<file path="config.mk">
export PLATFORM = sky130hd
export DESIGN_NAME = bmh_front
export DESIGN_NICKNAME = d
export VERILOG_FILES = /design/src/hdl/bmh_pkg.sv /design/src/hdl/bmh_front.sv
export SDC_FILE = /design/constraint.sdc
export NUM_CORES = 1
export LEC_CHECK = 0
export ABC_AREA = 1
export BUFFER_PORTS_ARGS = -buffer_cell sky130_fd_sc_hd__buf_2
export CAP_MARGIN = 20
export CORE_AREA = 2 2 69 87
export CTS_BUF_LIST = sky130_fd_sc_hd__clkbuf_4 sky130_fd_sc_hd__clkbuf_8
export DETAILED_ROUTE_END_ITERATION = 7
export DIE_AREA = 0 0 71 89
export PLACE_DENSITY = 0.95
export SYNTH_ARGS = -nofsm -noshare
export SYNTH_HDL_FRONTEND = slang
export SYNTH_SLANG_ARGS = --single-unit
</file>
<file path="constraint.sdc">
create_clock -name i_clk -period 5.5 [get_ports i_clk]
set_input_delay 0.55 -clock i_clk [delete_from_list [all_inputs] [get_ports i_clk]]
set_output_delay 0.55 -clock i_clk [all_outputs]
set_load 0.005 [all_outputs]
</file>
<file path="src/hdl/bmh_pkg.sv">
// Shared types, constants and compare function for the two-key binary min-heap.
package bmh_pkg;

    // Heap geometry
    localparam int HEAP_DEPTH = 1024;
    localparam int POS_W      = $clog2(HEAP_DEPTH + 1);
    localparam int ADDR_W     = $clog2(HEAP_DEPTH);

    // Field widths, fixed by the port list
    localparam int PRI_W    = 11;
    localparam int SEC_W    = 16;
    localparam int PAY_W    = 10;
    localparam int STATUS_W = 2;
    localparam int CNT_W    = 11;

    // Queue depths between the parts
    localparam int CMDQ_DEPTH = 2;
    localparam int CMDQ_PW    = $clog2(CMDQ_DEPTH);
    localparam int CMDQ_CW    = $clog2(CMDQ_DEPTH + 1);
    localparam int RESQ_DEPTH = 2;
    localparam int RESQ_PW    = $clog2(RESQ_DEPTH);
    localparam int RESQ_CW    = $clog2(RESQ_DEPTH + 1);

    typedef logic [POS_W-1:0]  t_pos;
    typedef logic [POS_W:0]    t_cpos;
    typedef logic [ADDR_W-1:0] t_addr;
    typedef logic [CNT_W-1:0]  t_count;

    typedef struct packed {
        logic [PRI_W-1:0] pri;
        logic [SEC_W-1:0] sec;
        logic [PAY_W-1:0] pay;
    } t_entry;

    typedef enum logic {
        OP_PUSH = 1'b0,
        OP_POP  = 1'b1
    } t_op;

    typedef enum logic [STATUS_W-1:0] {
        ST_DONE  = 2'd0,
        ST_EMPTY = 2'd1,
        ST_FULL  = 2'd2
    } t_status;

    typedef struct packed {
        t_op    op;
        t_entry ent;
    } t_cmd;

    typedef struct packed {
        t_entry  ent;
        t_status status;
        t_pos    count;
    } t_result;

    typedef enum logic [2:0] {
        S_IDLE,
        S_PUSH_RD,
        S_PUSH_CMP,
        S_POP_LD,
        S_DOWN_RD,
        S_DOWN_CMP,
        S_RESULT
    } t_state;

    // True when a orders strictly after b
    function automatic logic is_larger(t_entry a, t_entry b);
        logic res;
        if (a.pri == b.pri) begin
            res = (a.sec > b.sec);
        end else begin
            res = (a.pri > b.pri);
        end
        return res;
    endfunction

endpackage

</file>
<file path="src/hdl/bmh_front.sv">
// Front part: takes input beats, decodes the action and queues commands.
module bmh_front (
    input  logic                        i_clk,
    input  logic                        i_rst_n,
    input  logic                        push,
    output logic                        full,
    input  logic                        i_action,
    input  logic [bmh_pkg::PRI_W-1:0]   i_key_primary,
    input  logic [bmh_pkg::SEC_W-1:0]   i_key_secondary,
    input  logic [bmh_pkg::PAY_W-1:0]   i_payload,
    output logic                        o_cmd_valid,
    output bmh_pkg::t_cmd               o_cmd,
    input  logic                        i_cmd_take
);

    bmh_pkg::t_cmd                  r_slot [bmh_pkg::CMDQ_DEPTH];
    logic [bmh_pkg::CMDQ_PW-1:0]    r_wr_ptr, n_wr_ptr;
    logic [bmh_pkg::CMDQ_PW-1:0]    r_rd_ptr, n_rd_ptr;
    logic [bmh_pkg::CMDQ_CW-1:0]    r_cnt, n_cnt;
    logic                           wr_en;
    logic                           rd_en;
    bmh_pkg::t_cmd                  cmd_in;

    // Decode the beat into a command
    always_comb begin
        cmd_in.op      = i_action ? bmh_pkg::OP_POP : bmh_pkg::OP_PUSH;
        cmd_in.ent.pri = i_key_primary;
        cmd_in.ent.sec = i_key_secondary;
        cmd_in.ent.pay = i_payload;
    end

    assign full        = (r_cnt == bmh_pkg::CMDQ_CW'(bmh_pkg::CMDQ_DEPTH));
    assign o_cmd_valid = (r_cnt != '0);
    assign o_cmd       = r_slot[r_rd_ptr];
    assign wr_en       = push && !full;
    assign rd_en       = i_cmd_take && o_cmd_valid;

    // Pointer and fill bookkeeping
    always_comb begin
        n_wr_ptr = r_wr_ptr;
        n_rd_ptr = r_rd_ptr;
        n_cnt    = r_cnt;
        if (wr_en) begin
            n_wr_ptr = (r_wr_ptr == bmh_pkg::CMDQ_PW'(bmh_pkg::CMDQ_DEPTH - 1)) ?
                       '0 : r_wr_ptr + 1'b1;
        end
        if (rd_en) begin
            n_rd_ptr = (r_rd_ptr == bmh_pkg::CMDQ_PW'(bmh_pkg::CMDQ_DEPTH - 1)) ?
                       '0 : r_rd_ptr + 1'b1;
        end
        if (wr_en && !rd_en) begin
            n_cnt = r_cnt + 1'b1;
        end else if (rd_en && !wr_en) begin
            n_cnt = r_cnt - 1'b1;
        end
    end

    always_ff @(posedge i_clk) begin
        if (!i_rst_n) begin
            r_wr_ptr <= '0;
            r_rd_ptr <= '0;
            r_cnt    <= '0;
        end else begin
            r_wr_ptr <= n_wr_ptr;
            r_rd_ptr <= n_rd_ptr;
            r_cnt    <= n_cnt;
        end
    end

    // Slot storage
    always_ff @(posedge i_clk) begin
        if (wr_en) begin
            r_slot[r_wr_ptr] <= cmd_in;
        end
    end

endmodule

</file>
* Word level (Yosys, flattened, before mapping)
Memories as Yosys holds them, arrays and structs flattened. A register that Yosys moved wholly into a read port is not among the register bits.
Index checks and enable logic that the tools add are counted.
** Storage, ports and cells
- Register bits after elaboration :: 4
- RAM bits :: 76
- Bits of input ports :: 42
- Output and inout bits :: 40
- Logic and storage cells :: 27
- Memories kept :: 1
** Cells by class
- Add/subtract/negate cells :: 4
- Eq/ne operators :: 1
- Mux-type cells :: 9
- Reductions and logical operators :: 9
** Memory list
- r_slot :: words 2, width 38, read ports 1, clocked after Yosys merged registers in 1, wr ports 1, RTL line bmh_front.sv:16 : bmh_pkg::t_cmd r_slot [bmh_pkg::CMDQ_DEPTH];
** Operators with widths (count)
- 2-to-1 mux 1 bit :: 7
- logical AND 1 bit :: 4
- 2-to-1 mux 2 bit :: 2
- nonzero test 2 bit :: 2
- logical NOT 1 bit :: 3
- adder 1 bit (second input constant) :: 2
- adder 2 x 1 -> 2 bit (second input constant) :: 1
- == test 2 bit (second input constant) :: 1
- subtractor 2 x 1 -> 2 bit (second input constant) :: 1

* Depth between registers and ports, before layout
- Depth in word-level cells :: 7
- Depth in mapped cells :: 10
- Depth with buffers taken out :: 10

* Least setup slack after synthesis
OpenSTA, ideal clock, no wires.
- Path kind :: input -> register
- From :: input push
- To :: memory r_slot[1][0] in the netlist's numbering, enable pin
- Setup time :: 0.433 ns
- Arrival :: 2.219 ns
- Data required time :: 5.067 ns
- Path slack :: 2.848 ns
- Cell stages on the path :: 2
- Path through :: o21ai_2 nor2_1
** On the way
- Word-level cells in the longest chain between the ends :: 3
** Ends and longest elaborated chain
- start, declared :: RTL line bmh_front.sv:5 : input logic push,
- logical AND 1 bit :: RTL line bmh_front.sv:35 : assign wr_en = push && !full;
- 2-to-1 mux 1 bit :: RTL line bmh_front.sv:72 : if (wr_en) begin
- 2-to-1 mux 1 bit (implied by the code) :: RTL line bmh_front.sv:73 : r_slot[r_wr_ptr] <= cmd_in;
- end, declared :: RTL line bmh_front.sv:16
Every way passes these cells.

==> results.sh <==
export IMPL_status="finished clean"
export IMPL_grtUsageMet2_pct=29.2
export IMPL_cts_root_buffer="clkbuf_8"
export IMPL_syn_nets=198
export IMPL_insertion_delay_ns=0.34
export IMPL_drv_slew=0
export IMPL_final_util_pct=70.4
export IMPL_antenna_diode_count=0
export IMPL_dieArea_um2=6320
export IMPL_grt_pass1_vias=1654
export IMPL_hold_class="in2reg"
export IMPL_worstSetupPathType="reg2out"
export IMPL_register_area_um2=2380
export IMPL_die_height_um=89
export IMPL_cts_tree="yes"
export IMPL_grt_max_degree=39
export IMPL_leakagePower_nw=1.51
export IMPL_yosysUniqueCellTypes=16
export IMPL_seq_area_frac_synth_pct=77.6
export IMPL_n_fill_cell=351
export IMPL_ios=82
export IMPL_worstPathMaxFanout=32
export IMPL_path_cells="buf_12 > mux2_2 > buf_2"
export IMPL_start_kind="flip-flop"
export IMPL_arrival_ns=1.58
export IMPL_overflow=0
export IMPL_path_buf_inv=2
export IMPL_max_stage_delay_ns=0.45
export IMPL_syn2layout_area_growth_pct=24.9
export IMPL_drc=0
export IMPL_wire_per_inst_um=16.2
export IMPL_ff2ff_path_depth=9
export IMPL_gr_usage_met3_pct=3.72
export IMPL_core_area_um2=5440
export IMPL_hold_depth=1
export IMPL_htree_levels=3
export IMPL_power_w=0.00171
export IMPL_critPathSlowestCell="dfxtp_2"
export IMPL_clockBufferDepth=2
export IMPL_setup_viol=0
export IMPL_gp_congestion=0.656
export IMPL_post_cts_setup_buffers=0
export IMPL_cts_sinks=81
export IMPL_rows=30
export IMPL_grt_pass1_wl_um=7560
export IMPL_syn_inst=155
export IMPL_end_kind="primary output"
export IMPL_drtPass1Iterations=4
export IMPL_fmax_mhz=470
export IMPL_numCtsBuffers=9
export IMPL_yosysWarnings=0
export IMPL_skew_ns=0.00941
export IMPL_dp_final_hpwl_um=3320
export IMPL_vias=1602
export IMPL_syn_avg_cell_area_um2=19.8
export IMPL_hold_viol_final=0
export IMPL_path_depth=3
export IMPL_vias_per_cell=5.09
export IMPL_final_nets=289
export IMPL_drtIter0Drc=74
export IMPL_grt_met1_usage_pct=17.7
export IMPL_syn_area_um2=3070
export IMPL_fin_crit_ns=2.13
export IMPL_antenna_found_initial=0
export IMPL_finalWirelength_um=5110
export IMPL_relSlewSlack_pct=65.6
export IMPL_crit_required_ns=4.95
export IMPL_finalCritPeriodShare_pct=38.7
export IMPL_power_density_nw_per_um2=446
export IMPL_clk_pin_slew_ns=0.08
export IMPL_rsz0062_at_grt="false"
export IMPL_ant_nets=0
export IMPL_initial_core_util_pct=56.4
export IMPL_final_layout_size_suffix_gt1_share_pct=55.4
export IMPL_grt_use_total_pct=16.4
export IMPL_vdd_drop_max_v=0.000254
export IMPL_multi_input_area_um2=633
export IMPL_worstMarginPinSlew_ns=0.515
export IMPL_drv_cap=0
export IMPL_final_cell_mix="buf_2, edfxtp_1, mux2_4"
export IMPL_post_cts_resized=0
export IMPL_cts_hold_buf=0
export IMPL_cpLargestDelayFamily="flip-flops"
export IMPL_portBuffers=81
export IMPL_top_usage_layer="met2"
export IMPL_synth_seq_cells=81
export IMPL_layout_commonest_cell="buf_2"
export IMPL_die_width_um=71
export IMPL_tns_ns=0
==> synthesized netlist by cell type <==
master	count	area (um^2)
buf_6	3	33.8
o21ai_2	1	8.76
ha_1	1	12.5
nand3_1	1	5.00
o21a_1	1	7.51
mux2_2	18	203
o21ai_0	2	10.0
a21oi_1	1	5.00
nor2_1	9	33.8
nand4_1	1	6.26
dfxtp_1	5	100
edfxtp_1	76	2280
inv_1	8	30.0
buf_2	1	5.00
nand2_1	7	26.3
mux2_4	20	300
==> power by group <==
| part | internal [W] | switching [W] | leakage (nW) |
|---|---|---|---|
| sequential | 0.000780 | 0.0000357 | 0.751 |
| combinational | 0.000213 | 0.000187 | 0.649 |
| clock | 0.000297 | 0.000199 | 0.112 |
==> sequential cells by signal (all words and copies together), names as in the netlist, named ones only <==
name	count
r_slot	76
r_rd_ptr	1
r_cnt	2
r_wr_ptr	1
==> worst reg2reg max path, cell delays in order (launching register included) <==
cell and delay, ns:
dfxtp_1 0.38, inv_1 0.10, o21ai_2 0.30, inv_1 0.12, ha_1 0.34, inv_1 0.09
nand3_1 0.08, nand2_1 0.06, inv_1 0.04, nor2_1 0.11
==> cells by family (layout without fill, tap and decap cells) <==
logic type,Yosys count,after routing,share of synthesized area (%)
compound gates,5,5,1.02
buf+inv,12,108,2.24
flops,81,81,77.6
fa+ha+maj,1,1,0.408
mux,38,38,16.4
simple gates,18,18,2.32
==> path summary, 6_finish.rpt <==
kind                startpoint           end  slack (ns)
setup / recovery     flip-flop     o_cmd[29]        3.37
hold / removal    i_payload[5]  r_slot[0][5]        0.39
setup reg to reg      r_cnt[1]      r_cnt[1]        3.82
hold reg to reg       r_rd_ptr      r_rd_ptr        0.51
==> routing by layer <==
layer  vias up  share of wire (%)
met1       769                 38
met2        54                 55
li1        769                  -
met4         0                2.1
met3        10                4.6
met5         -                  0
==> stage by stage <==
stage	setup slack [ns]	std cells	area, um^2	hold WS [ns]
finish	3.37	315	3830	0.392
global route	3.32	315	3830	0.379
CTS	2.96	312	3760	0.379
detailed placement	3.33	296	3530	0.497
global placement	3.32	296	3530	0.478
floorplan	2.85	155	3070	0.467
==> cell type report <==
type / instances / area share [%]
Sequential cell: 81 / 62.2
Multi-Input combinational cell: 62 / 16.5
Timing Repair Buffer: 84 / 12.3
Clock buffer: 9 / 3.23
Clock inverter: 7 / 2.84
Tap cell: 64 / 2.09
Inverter: 8 / 0.784
(Power assumes the default switching activity.)
