## src/hdl/bmh_pkg.sv

```systemverilog
// Shared types, constants and compare function for the two-key binary min-heap.
package bmh_pkg;

    // Heap geometry
    localparam int HEAP_DEPTH = 1024;
    localparam int POS_W      = $clog2(HEAP_DEPTH + 1);
    localparam int ADDR_W     = $clog2(HEAP_DEPTH);

    // Field widths, fixed by the port list
    localparam int PRI_W    = 11;
    localparam int SEC_W    = 16;
    localparam int PAY_W    = 10;
    localparam int STATUS_W = 2;
    localparam int CNT_W    = 11;

    // Queue depths between the parts
    localparam int CMDQ_DEPTH = 2;
    localparam int CMDQ_PW    = $clog2(CMDQ_DEPTH);
    localparam int CMDQ_CW    = $clog2(CMDQ_DEPTH + 1);
    localparam int RESQ_DEPTH = 2;
    localparam int RESQ_PW    = $clog2(RESQ_DEPTH);
    localparam int RESQ_CW    = $clog2(RESQ_DEPTH + 1);

    typedef logic [POS_W-1:0]  t_pos;
    typedef logic [POS_W:0]    t_cpos;
    typedef logic [ADDR_W-1:0] t_addr;
    typedef logic [CNT_W-1:0]  t_count;

    typedef struct packed {
        logic [PRI_W-1:0] pri;
        logic [SEC_W-1:0] sec;
        logic [PAY_W-1:0] pay;
    } t_entry;

    typedef enum logic {
        OP_PUSH = 1'b0,
        OP_POP  = 1'b1
    } t_op;

    typedef enum logic [STATUS_W-1:0] {
        ST_DONE  = 2'd0,
        ST_EMPTY = 2'd1,
        ST_FULL  = 2'd2
    } t_status;

    typedef struct packed {
        t_op    op;
        t_entry ent;
    } t_cmd;

    typedef struct packed {
        t_entry  ent;
        t_status status;
        t_pos    count;
    } t_result;

    typedef enum logic [2:0] {
        S_IDLE,
        S_PUSH_RD,
        S_PUSH_CMP,
        S_POP_LD,
        S_DOWN_RD,
        S_DOWN_CMP,
        S_RESULT
    } t_state;

    // True when a orders strictly after b
    function automatic logic is_larger(t_entry a, t_entry b);
        logic res;
        if (a.pri == b.pri) begin
            res = (a.sec > b.sec);
        end else begin
            res = (a.pri > b.pri);
        end
        return res;
    endfunction

endpackage

```

## src/hdl/bmh_res_q.sv

```systemverilog
// Result queue between the heap sequencer and the output ports.
module bmh_res_q (
    input  logic                i_clk,
    input  logic                i_rst_n,
    input  logic                i_res_push,
    input  bmh_pkg::t_result    i_res,
    output logic                o_res_full,
    output logic                empty,
    input  logic                pop,
    output bmh_pkg::t_result    o_res
);

    bmh_pkg::t_result               r_slot [bmh_pkg::RESQ_DEPTH];
    logic [bmh_pkg::RESQ_PW-1:0]    r_wr_ptr, n_wr_ptr;
    logic [bmh_pkg::RESQ_PW-1:0]    r_rd_ptr, n_rd_ptr;
    logic [bmh_pkg::RESQ_CW-1:0]    r_cnt, n_cnt;
    logic                           wr_en;
    logic                           rd_en;

    assign o_res_full = (r_cnt == bmh_pkg::RESQ_CW'(bmh_pkg::RESQ_DEPTH));
    assign empty      = (r_cnt == '0);
    assign o_res      = r_slot[r_rd_ptr];
    assign wr_en      = i_res_push && !o_res_full;
    assign rd_en      = pop && !empty;

    // Pointer and fill bookkeeping
    always_comb begin
        n_wr_ptr = r_wr_ptr;
        n_rd_ptr = r_rd_ptr;
        n_cnt    = r_cnt;
        if (wr_en) begin
            n_wr_ptr = (r_wr_ptr == bmh_pkg::RESQ_PW'(bmh_pkg::RESQ_DEPTH - 1)) ?
                       '0 : r_wr_ptr + 1'b1;
        end
        if (rd_en) begin
            n_rd_ptr = (r_rd_ptr == bmh_pkg::RESQ_PW'(bmh_pkg::RESQ_DEPTH - 1)) ?
                       '0 : r_rd_ptr + 1'b1;
        end
        if (wr_en && !rd_en) begin
            n_cnt = r_cnt + 1'b1;
        end else if (rd_en && !wr_en) begin
            n_cnt = r_cnt - 1'b1;
        end
    end

    always_ff @(posedge i_clk) begin
        if (!i_rst_n) begin
            r_wr_ptr <= '0;
            r_rd_ptr <= '0;
            r_cnt    <= '0;
        end else begin
            r_wr_ptr <= n_wr_ptr;
            r_rd_ptr <= n_rd_ptr;
            r_cnt    <= n_cnt;
        end
    end

    // Slot storage
    always_ff @(posedge i_clk) begin
        if (wr_en) begin
            r_slot[r_wr_ptr] <= i_res;
        end
    end

endmodule

```

## config.mk

```make
export PLATFORM = sky130hd
export DESIGN_NAME = bmh_res_q
export DESIGN_NICKNAME = d
export VERILOG_FILES = /design/src/hdl/bmh_pkg.sv /design/src/hdl/bmh_res_q.sv
export SDC_FILE = /design/constraint.sdc
export NUM_CORES = 1
export LEC_CHECK = 0
export ABC_AREA = 1
export ABC_CLOCK_PERIOD_IN_PS = 3550
export BUFFER_PORTS_ARGS = -buffer_cell sky130_fd_sc_hd__buf_4
export CORE_MARGIN = 1
export CORE_UTILIZATION = 46
export CTS_CLUSTER_SIZE = 12
export DETAILED_ROUTE_END_ITERATION = 6
export PLACE_DENSITY = 0.71
export SLEW_MARGIN = 30
export SYNTH_ARGS = -nofsm -noshare
export SYNTH_HDL_FRONTEND = slang
export SYNTH_SLANG_ARGS = --single-unit
```

## constraint.sdc

```tcl
create_clock -name i_clk -period 3.55 [get_ports i_clk]
set_input_delay 0.71 -clock i_clk [delete_from_list [all_inputs] [get_ports i_clk]]
set_output_delay 0.71 -clock i_clk [all_outputs]
set_load 0.02 [all_outputs]
```

* Yosys cells after proc, flatten, opt, wreduce, memory -nomap -nowiden *
Memories as Yosys holds them, arrays and structs flattened. A register that Yosys moved wholly into a read port is not among the register bits.
Index checks and enable logic that the tools add are counted.

storage, ports and cells
  memories kept = 1
  input port bits = 54
  RAM bits = 100
  word-level logic and storage cells = 27
  output and inout port bits = 52
  flip-flop bits (word level) = 4

operators by class
  equality and inequality tests = 1
  $add $sub $neg = 4
  multiplexer cells = 8
  reductions and logical operators = 10

memory list
  name    depth  bits a word  rd ports  clocked after Yosys merged registers in  write ports  line             source
  r_slot  2      50           1         1                                        1            bmh_res_q.sv:13  bmh_pkg::t_result r_slot [bmh_pkg::RESQ_DEPTH];

operators by type and width
  operator             count
  $mux 1               6
  $logic_and 1x1->1    4
  $logic_not 1->1      4
  $mux 2               2
  $add 1x1->1 const B  2
  $add 2x1->2 const B  1
  $eq 2x2->1 const B   1
  $logic_not 2->1      1
  $reduce_bool 2->1    1
  $sub 2x1->2 const B  1

* Longest topological paths before layout *
Gate-level depths: netlist of the first run.

  depth after elaboration = 7
  depth in mapped cells = 10
  gate-level depth less buffers = 10

* Worst setup path before layout of the first run *
Ideal clock, no wire load.

  path kind = input to register
  start = input i_res_push
  end = memory r_slot[0][0] (netlist name) (enable)
  path buffers = 0
  path slack = 0.218 ns
  stages on the path = 2
  arrival time = 2.875 ns
  setup time = 0.458 ns
  data required time = 3.092 ns
  cells stage by stage = o21ai_2 -> nor2_1

between the ends
  cells in the longest elaborated chain, start to end = 3

ends and longest elaborated chain
  what                          line             source
  start, declared               bmh_res_q.sv:5   input logic i_res_push,
  $logic_and 1x1->1             bmh_res_q.sv:23  assign wr_en = i_res_push && !o_res_full;
  $mux 1                        bmh_res_q.sv:60  if (wr_en) begin
  $mux 1 (implied by the code)  bmh_res_q.sv:61  r_slot[r_wr_ptr] <= i_res;
  end, declared                 bmh_res_q.sv:13

No other way between the ends.

==> results.py, run 1 <==
metrics = {
    "cts": {
        "clockRootBuffer": "clkbuf_8",
        "cts-buffers-inserted": 9,
        "clock_latency_ns": 0.35,
        "cts_tree": "built",
        "clock_path_buffers": 2,
        "ctsHoldBuffers": 0,
        "path_clk_slew_ns": 0.09,
        "h-tree-depth": 3,
        "cts_setup_buffers": 0,
        "clock_sinks": 105,
        "ctsResizeCount": 0,
    },
    "synth": {
        "synth_top_family_by_area": "multiplexers",
        "syn_nets": 249,
        "synth_most_common_cell": "edfxtp_1",
        "synth_top_cell_by_area": "edfxtp_1",
        "synth_ff_type": "edfxtp_1",
        "synthDominantCellAreaShare_pct": 73.1,
        "yosysUniqueCellTypes": 14,
        "synthArstFlopShare_pct": 0,
        "ys_seq_area_share_pct": 75.5,
        "synth_fa_ha_area_share_pct": 0.304,
        "synth_compound_area_share_pct": 0.578,
        "synth_edf_count": 100,
        "synthMuxAreaShare_pct": 18.3,
        "ys_warn_count": 0,
        "synthTopCellsByArea": "edfxtp_1, mux2_4, buf_12",
        "synthXorXnorAreaFrac_pct": 0,
        "netlist_instances": 194,
        "synthTopCellsByCount": "edfxtp_1, mux2_4, nor2_1",
        "syn_avg_cell_area_um2": 21.2,
        "synth-seq-cells": 105,
        "synth_area_um2": 4110,
        "synth-simple-area-share_pct": 1.83,
    },
    "detailed_routing": {
        "wire_per_inst_um": 14.9,
        "vias": 1974,
        "drcViolationCount": 0,
        "drt_iter0_drc": 52,
        "wirelength_um": 6250,
        "dr.pass1.iters": 4,
        "ant_nets": 0,
        "viasPerCell": 4.71,
    },
    "grt": {
        "grt_pass1_vias": 1905,
        "overflow": 0,
        "grt_max_degree": 51,
        "antenna_found_initial": 0,
        "grt_pass1_wl_um": 9130,
        "grt_usage_pct": 13.7,
    },
    "setup_path": {
        "start_kind": "flip-flop",
        "critical_path_arrival_ns": 1.87,
        "worstSetupPathType": "flip-flop to primary output",
        "worstPathRequired_ns": 2.84,
        "rr_startpoint": "r_cnt[0]",
        "cp-end-kind": "primary output",
        "r2r_slack_ns": 1.73,
        "critical_path.max_fanout": 50,
    },
    "min_path": {
        "hold_path_class": "flip-flop to flip-flop",
        "hold_start": "r_rd_ptr",
    },
    "finish": {
        "antenna_cells": 0,
        "finish.utilization_pct": 59.9,
        "multi_input_area_um2": 877,
        "fillers": 665,
        "seq_area_um2": 3110,
        "stdcell_count": 419,
        "nets": 361,
        "synthToLayoutAreaGrowth_pct": 26.5,
        "drive_gt1_share_pct": 56.3,
    },
    "timing": {
        "tns_ns": 0,
        "period_share_pct": 72.7,
        "rsz0062_at_grt": "false",
        "maxSlewViolCount": 0,
        "finalSetupViolCount": 0,
        "hold_violations": 0,
        "worst_pin_slew_ns": 0.941,
        "min_period_ns": 2.58,
        "max_freq_ghz": 0.387,
        "finClkSkew_ns": 0.00626,
        "maxSlewHeadroom_pct": 37.3,
    },
    "pwr": {
        "clkPwrFrac_pct": 22.0,
        "sw_frac_of_total_pct": 28.8,
        "vdd_drop_max_mv": 0.470,
        "combinationalPowerShare_pct": 30.0,
        "p_switching_uw": 1020,
        "powerDensity_nw_per_um2": 683,
        "p_leak_uw": 0.00205,
        "p_int_uw": 2530,
        "p_seq_share_pct": 48.0,
    },
    "floorplan": {
        "die_area_um2": 9320,
        "start_util_pct": 47.4,
        "rows": 34,
        "fp.coreArea_um2": 8680,
        "num_io_pins": 106,
        "dieHeight_um": 96.5,
        "die_w_um": 96.5,
    },
    "run_status": {
        "status": "finished clean",
    },
    "placement": {
        "dpl.hpwl_um": 4030,
        "finalWeightedCongestion": 0.644,
        "place_inst": 403,
        "numPortBuffers": 105,
    },
    "job": {
        "cap_violations": 0,
    },
}
==> per-layer routing <==
layer | track usage, % | vias up | routed length (µm)
met4 | 6.86 | 0 | 75
li1 | - | 956 | -
met2 | 23.4 | 59 | 3230
met3 | 3.60 | 5 | 380
met1 | 16.1 | 954 | 2560
met5 | 0 | - | 0
==> cells in the final DEF, fill, tap and decap left out, types with 2 or more instances in the layout <==
cell and instances:
mux2_4 50, clkbuf_8 9, o21ai_0 2, bufinv_16 2, nor2_4 2, nand2_1 6, buf_4 105, inv_1 9
dfxtp_1 4, clkinv_1 2, nor2_1 9, edfxtp_1 100, buf_12 2, clkinvlp_4 2
==> final timing paths <==
path | to | depth (start not counted)
worst max-delay path | o_res[20] | 2
worst min-delay path | flip-flop | 2
worst max register to register | r_slot[1][16] | 3
worst min register to register | flip-flop | 2
==> worst max-delay path, cell delays in order, from the launching register on <==
cell and delay (ns):
dfxtp_4 0.99, mux2_4 0.36, buf_4 0.16
==> registers in the layout, indices dropped and copies added (netlist names), named ones only <==
register,flops
r_cnt,2
r_rd_ptr,1
r_slot,100
r_wr_ptr,1
==> cell families (layout without fill, tap and decap cells) <==
group / after synthesis / in the layout
compound gates: 4 / 4
mux: 50 / 50
buf+inv: 15 / 132
flops: 105 / 105
fa+ha+maj: 1 / 1
simple gates: 19 / 19
==> final cells by class <==
cell class / count / area share [%]
flip-flops and latches: 105 / 59.8
multi-input cells: 74 / 16.9
repair buffers: 107 / 15.9
well taps: 108 / 2.60
clock buffers: 9 / 2.38
clock inverters: 7 / 1.81
inverters: 9 / 0.650
==> power groups by stage <==
stage / Sequential, µW / Clock [µW] / Combinational (µW)
floorplan: 1640 / 0 / 817
global placement: 1730 / 0 / 1060
detailed placement: 1740 / 0 / 1080
CTS: 1710 / 805 / 1080
global route: 1730 / 853 / 1140
finish: 1700 / 782 / 1060
==> through the flow <==
step | power [µW] | worst slack, ns | hold WS, ns | cell area, µm²
after floorplan | 2460 | 0.218 | 0.467 | 4110
after global placement | 2790 | 1.30 | 0.480 | 4980
after detailed placement | 2820 | 1.31 | 0.500 | 4980
after CTS | 3590 | 0.920 | 0.517 | 5200
after global routing | 3720 | 0.881 | 0.509 | 5200
final | 3550 | 0.969 | 0.518 | 5200
Note: power is estimated with default switching activity, not from simulation.
==> run 2: changes to the inputs <==
--- a/config.mk
+++ b/config.mk
@@ -5,14 +5,14 @@
 export SDC_FILE = /design/constraint.sdc
 export NUM_CORES = 1
 export LEC_CHECK = 0
-export ABC_AREA = 1
-export ABC_CLOCK_PERIOD_IN_PS = 3550
+export ABC_AREA = 0
+export ABC_CLOCK_PERIOD_IN_PS = 2200
 export BUFFER_PORTS_ARGS = -buffer_cell sky130_fd_sc_hd__buf_4
 export CORE_MARGIN = 1
 export CORE_UTILIZATION = 46
 export CTS_CLUSTER_SIZE = 12
 export DETAILED_ROUTE_END_ITERATION = 6
-export PLACE_DENSITY = 0.71
+export PLACE_DENSITY = 0.74
 export SLEW_MARGIN = 30
 export SYNTH_ARGS = -nofsm -noshare
 export SYNTH_HDL_FRONTEND = slang
==> constraint.sdc (replaced) <==
create_clock -name i_clk -period 2.2 [get_ports i_clk]
set_input_delay 0.44 -clock i_clk [delete_from_list [all_inputs] [get_ports i_clk]]
set_output_delay 0.44 -clock i_clk [all_outputs]
set_load 0.02 [all_outputs]
==> run 2 against run 1 <==
  * Total power is 62% higher
  * Largest power group unchanged
  * Core utilization is 3.6 points higher
  * Clock skew is 0.0085 ns higher
  * Via count is 0.46% higher
  * Largest cell class unchanged
  * Worst setup slack worse by 0.84 ns
  * Clock power is 66% higher
  * Flip-flop and latch count stayed put
  * Highest routed layer unchanged
  * Synthesized cell count is 6.7% lower
==> results.py, run 2 <==
metrics = {
    "run_status": {
        "status": "finished clean",
    },
    "setup_path": {
        "r2r_slack_ns": 0.68,
        "worstPathCellList": "buf_4 -> mux2_2 -> buf_4",
        "reg2reg_depth": 6,
        "critPathCapture": "o_res[39]",
        "timing.rr.end": "r_cnt[1]",
        "rr_startpoint": "r_cnt[1]",
        "worstSetupPathType": "flip-flop to primary output",
        "crit_top_cell": "buf_4",
        "critical_path_arrival_ns": 1.63,
        "critical_path.max_fanout": 31,
        "slowest_delay_ns": 0.40,
        "slowest_stage": "mux2_2",
        "start_kind": "flip-flop",
        "cp-end-kind": "primary output",
        "worstPathRequired_ns": 1.76,
    },
    "placement": {
        "dpl.hpwl_um": 4020,
        "numPortBuffers": 105,
        "finalWeightedCongestion": 0.699,
        "place_ws_ns": 0.524,
        "place_inst": 387,
    },
    "synth": {
        "synth_fa_ha_area_share_pct": 0.327,
        "synth_top_cell_by_area": "edfxtp_1",
        "synth-simple-area-share_pct": 1.44,
        "yosysUniqueCellTypes": 22,
        "synthDominantCellAreaShare_pct": 78.4,
        "synth_area_um2": 3830,
        "synth_top_family_by_area": "multiplexers",
        "ys_seq_area_share_pct": 81.0,
        "synthTopCellsByArea": "edfxtp_1, mux2_2, dfxtp_1",
        "syn_nets": 236,
        "ys_warn_count": 0,
        "synth_compound_area_share_pct": 0.850,
        "syn_avg_cell_area_um2": 21.2,
        "synth_ff_type": "edfxtp_1",
        "netlist_instances": 181,
        "synth-seq-cells": 105,
        "synth_most_common_cell": "edfxtp_1",
        "synthXorXnorAreaFrac_pct": 0.686,
        "synthTopCellsByCount": "edfxtp_1, mux2_2, buf_2, dfxtp_1, mux2_1",
        "synthArstFlopShare_pct": 0,
        "synth_edf_count": 100,
        "synthMuxAreaShare_pct": 14.7,
    },
    "floorplan": {
        "start_util_pct": 48.5,
        "num_io_pins": 106,
        "fp.coreArea_um2": 7890,
        "rows": 32,
        "dieHeight_um": 93.2,
        "die_w_um": 93.2,
        "die_area_um2": 8690,
    },
    "cts": {
        "clockRootBuffer": "clkbuf_8",
        "clock_latency_ns": 0.36,
        "h-tree-depth": 3,
        "path_clk_slew_ns": 0.10,
        "clock_path_buffers": 2,
        "cts_tree": "built",
        "clock_sinks": 105,
        "ctsHoldBuffers": 0,
        "ctsResizeCount": 0,
        "cts-buffers-inserted": 9,
        "cts_setup_buffers": 0,
    },
    "grt": {
        "grt_usage_pct": 15.1,
        "antenna_found_initial": 0,
        "grt_max_degree": 51,
        "overflow": 0,
        "grt_pass1_wl_um": 9800,
        "grt_pass1_vias": 2076,
    },
    "detailed_routing": {
        "drt_iter0_drc": 53,
        "drcViolationCount": 0,
        "wirelength_um": 6290,
        "viasPerCell": 4.92,
        "ant_nets": 0,
        "vias": 1983,
        "dr.pass1.iters": 4,
        "wire_per_inst_um": 15.6,
    },
    "timing": {
        "maxSlewViolCount": 0,
        "rsz0062_at_grt": "false",
        "layout_setup_ws_ns": 0.132,
        "maxSlewHeadroom_pct": 72.0,
        "finClkSkew_ns": 0.0148,
        "period_share_pct": 94.0,
        "hold_violations": 0,
        "max_freq_ghz": 0.483,
        "min_period_ns": 2.07,
        "finalSetupViolCount": 0,
        "worst_pin_slew_ns": 0.421,
    },
    "finish": {
        "drive_gt1_share_pct": 58.8,
        "layout_commonest_cell": "buf_4",
        "largest_reg_flops": 100,
        "fillers": 602,
        "synthToLayoutAreaGrowth_pct": 30.8,
        "final_cell_mix": "buf_4, edfxtp_1, mux2_2",
        "antenna_cells": 0,
        "nets": 351,
        "regMostFlops": "r_slot",
        "largestRegisters": "r_slot: 100 flops, r_cnt: 2 flops",
        "stdcell_count": 403,
    },
    "min_path": {
        "hold_path_depth": 1,
        "hold_path_class": "input pin to flip-flop",
    },
    "pwr": {
        "powerDensity_nw_per_um2": 1140,
        "p_leak_uw": 0.00187,
        "vdd_drop_max_mv": 0.633,
    },
    "job": {
        "cap_violations": 0,
    },
}
run 2: cell families (layout without fill, tap and decap cells):
group | count (synthesis) | after routing
AO/OA/AOI/OAI | 5 | 5
XOR/XNOR | 3 | 3
AND/OR/NAND/NOR | 9 | 9
adder cells (fa/ha/maj) | 1 | 1
multiplexers | 50 | 50
flip-flops | 105 | 105
buffers and inverters | 8 | 128
run 2: report_power, final:
group / total, µW / switching (µW) / internal (µW)
Combinational: 1840 / 979 / 862
Clock: 1300 / 650 / 653
Sequential: 2590 / 79.8 / 2510
run 2: worst min path at each step:
| stage | from | to | slack (ns) |
|---|---|---|---|
| after floorplan | r_cnt[1] | r_cnt[1] | 0.52 |
| after global placement | r_cnt[1] | r_cnt[1] | 0.54 |
| after detailed placement | r_cnt[1] | r_cnt[1] | 0.56 |
| after CTS | i_res[2] | r_slot[1][2] | 0.24 |
| after global routing | i_res[2] | r_slot[1][2] | 0.24 |
| final | i_res[25] | r_slot[0][25] | 0.26 |
run 2: layer usage:
layer	vias up	routed length, µm	global-route usage (%)	part of all wire (%)
met5	-	0	0	0
met4	0	91	6.54	1.4
met3	9	367	3.82	5.8
met2	65	3120	25.4	50
met1	975	2710	18.6	43
li1	934	-	-	-
run 2: area by class of cell:
type / count / area [µm²] / area share, %
sequential: 105 / 3110 / 62.0
clock buffer: 9 / 124 / 2.47
multi-input combinational: 68 / 704 / 14.1
tap: 102 / 128 / 2.55
timing repair buffer: 110 / 838 / 16.7
inverter: 2 / 10.0 / 0.200
clock inverter: 7 / 100 / 2.00
run 2: worst max-delay path, delay by kind of cell (launching register included):
kind / cells / cell delay [ns]
buffers and inverters: 2 / 0.54
DFF: 1 / 0.33
muxes: 1 / 0.40
run 2: stage by stage:
step	hold WS (ns)	setup TNS (ns)	area (µm²)	utilization (%)	power, µW
global placement	0.536	0	4790	60.7	4470
global route	0.237	0	5010	63.5	5990
detailed placement	0.561	0	4790	60.7	4500
finish	0.258	0	5010	63.5	5740
CTS	0.239	0	5010	63.5	5790
floorplan	0.517	-1.55	3850	-	3770
==> run 3: changes to the inputs <==
--- a/config.mk
+++ b/config.mk
@@ -5,7 +5,7 @@
 export SDC_FILE = /design/constraint.sdc
 export NUM_CORES = 1
 export LEC_CHECK = 0
-export ABC_AREA = 0
+export ABC_AREA = 1
 export ABC_CLOCK_PERIOD_IN_PS = 2200
 export BUFFER_PORTS_ARGS = -buffer_cell sky130_fd_sc_hd__buf_4
 export CORE_MARGIN = 1
==> run 3 against run 2 <==
  * First-iteration DRC count down 3.8%
  * Hold slack improved by 0.0090 ns
  * Total power is 0.12% higher
  * Register-to-register slack worse by 0.07 ns
  * Die area is 7.2% higher
  * Clock-buffer cell count unchanged
  * Worst setup slack improved by 0.060 ns
  * Critical path depth unchanged
==> results.py, run 3 (synthesis gave the netlist of run 1 again) <==
metrics = {
    "run_status": {
        "status": "finished clean",
    },
    "setup_path": {
        "reg2reg_depth": 9,
        "worstPathRequired_ns": 1.76,
        "rr_startpoint": "r_cnt[1]",
        "worstSetupPathType": "flip-flop to primary output",
        "critical_path.max_fanout": 50,
        "r2r_slack_ns": 0.61,
        "cp-end-kind": "primary output",
        "start_kind": "flip-flop",
        "critical_path_arrival_ns": 1.57,
        "critPathCapture": "o_res[30]",
        "timing.rr.end": "r_cnt[1]",
    },
    "floorplan": {
        "fp.coreArea_um2": 8680,
        "dieHeight_um": 96.5,
        "die_w_um": 96.5,
        "rows": 34,
        "start_util_pct": 47.4,
        "die_area_um2": 9320,
        "num_io_pins": 106,
    },
    "detailed_routing": {
        "drt_iter0_drc": 51,
        "ant_nets": 0,
        "drcViolationCount": 0,
        "wire_per_inst_um": 14.7,
        "viasPerCell": 4.72,
        "dr.pass1.iters": 6,
        "vias": 1991,
        "wirelength_um": 6190,
    },
    "finish": {
        "synthToLayoutAreaGrowth_pct": 26.9,
        "final_cell_mix": "buf_4, edfxtp_1, mux2_4",
        "finish.utilization_pct": 60.1,
        "drive_gt1_share_pct": 57.3,
        "regMostFlops": "r_slot",
        "final_cell_area_um2": 5220,
        "antenna_cells": 0,
        "nets": 364,
        "largest_reg_flops": 100,
        "layout_commonest_cell": "buf_4",
        "largestRegisters": "r_slot: 100 flops, r_cnt: 2 flops",
    },
    "timing": {
        "period_share_pct": 91.3,
        "maxSlewViolCount": 0,
        "finalSetupViolCount": 0,
        "max_freq_ghz": 0.498,
        "worst_pin_slew_ns": 0.448,
        "hold_violations": 0,
        "layout_setup_ws_ns": 0.191,
        "rsz0062_at_grt": "false",
        "maxSlewHeadroom_pct": 70.2,
        "min_period_ns": 2.01,
        "finClkSkew_ns": 0.0118,
    },
    "pwr": {
        "p_leak_uw": 0.00207,
        "finalPower_uw": 5740,
        "powerDensity_nw_per_um2": 1100,
        "vdd_drop_max_mv": 0.677,
    },
    "cts": {
        "cts_tree": "built",
        "path_clk_slew_ns": 0.10,
        "h-tree-depth": 3,
        "clockRootBuffer": "clkbuf_8",
        "clock_sinks": 105,
        "ctsHoldBuffers": 0,
        "clock_path_buffers": 2,
        "ctsResizeCount": 0,
        "cts_setup_buffers": 0,
        "cts-buffers-inserted": 9,
        "clock_latency_ns": 0.35,
    },
    "job": {
        "cap_violations": 0,
    },
    "placement": {
        "place_ws_ns": 0.562,
        "finalWeightedCongestion": 0.717,
        "dpl.hpwl_um": 4100,
        "dpl_cell_area_um2": 4990,
        "numPortBuffers": 105,
    },
    "min_path": {
        "hold_start": "i_res[7]",
        "hold_path_class": "input pin to flip-flop",
    },
    "grt": {
        "grt_max_degree": 51,
        "antenna_found_initial": 0,
        "grt_pass1_wl_um": 9140,
        "grt_pass1_vias": 1971,
        "grt_usage_pct": 13.5,
        "overflow": 0,
    },
}
-- run 3: cell count changes in the layout (fill, tap and decap cells not counted), sizes merged, moves of 2 or more --
cell    delta
nand2      +6
nor2       +9
xnor2      -2
a21boi     -2
and2       -3
inv        +6
-- run 3: final cells by class --
class	instances	area (µm²)
clock inverter	7	101
clock buffer	9	124
fill	661	3460
timing repair buffer	110	838
tap	108	135
multi-input combinational	74	877
sequential	105	3110
inverter	9	33.8
-- run 3: worst min path at each step --
stage | end | slack (ns) | depth (start not counted)
2_1_floorplan | flip-flop | 0.47 | 2
3_3_place_gp | r_rd_ptr | 0.48 | 2
3_5_place_dp | flip-flop | 0.52 | 2
4_1_cts | r_slot[0][48] | 0.25 | 1
5_1_grt | r_slot[0][7] | 0.24 | 1
6_report | r_slot[0][7] | 0.27 | 1
-- run 3: where the power goes --
part | switching, µW | internal, µW
registers | 88.0 | 2530
logic | 946 | 906
clock network | 625 | 650
total | 1660 | 4080
-- run 3: worst max-delay path: stages (launching register included) --
cell     delay [ns]
dfxtp_4        0.36
buf_12         0.32
mux2_4         0.34
buf_4          0.16
-- run 3: metrics by stage --
step	cells	setup TNS [ns]	hold WS [ns]
after floorplan	194	-3.04	0.467
after global placement	406	0	0.480
after detailed placement	406	0	0.519
after CTS	422	0	0.248
after global routing	422	0	0.243
final	422	0	0.267
-- run 3: metal layers --
layer,vias to the layer above,GRT usage (%),routed length (µm)
met5,-,0,0
met4,0,5.51,69
met3,8,2.90,358
met2,65,22.7,3120
met1,955,17.0,2640
li1,963,-,-
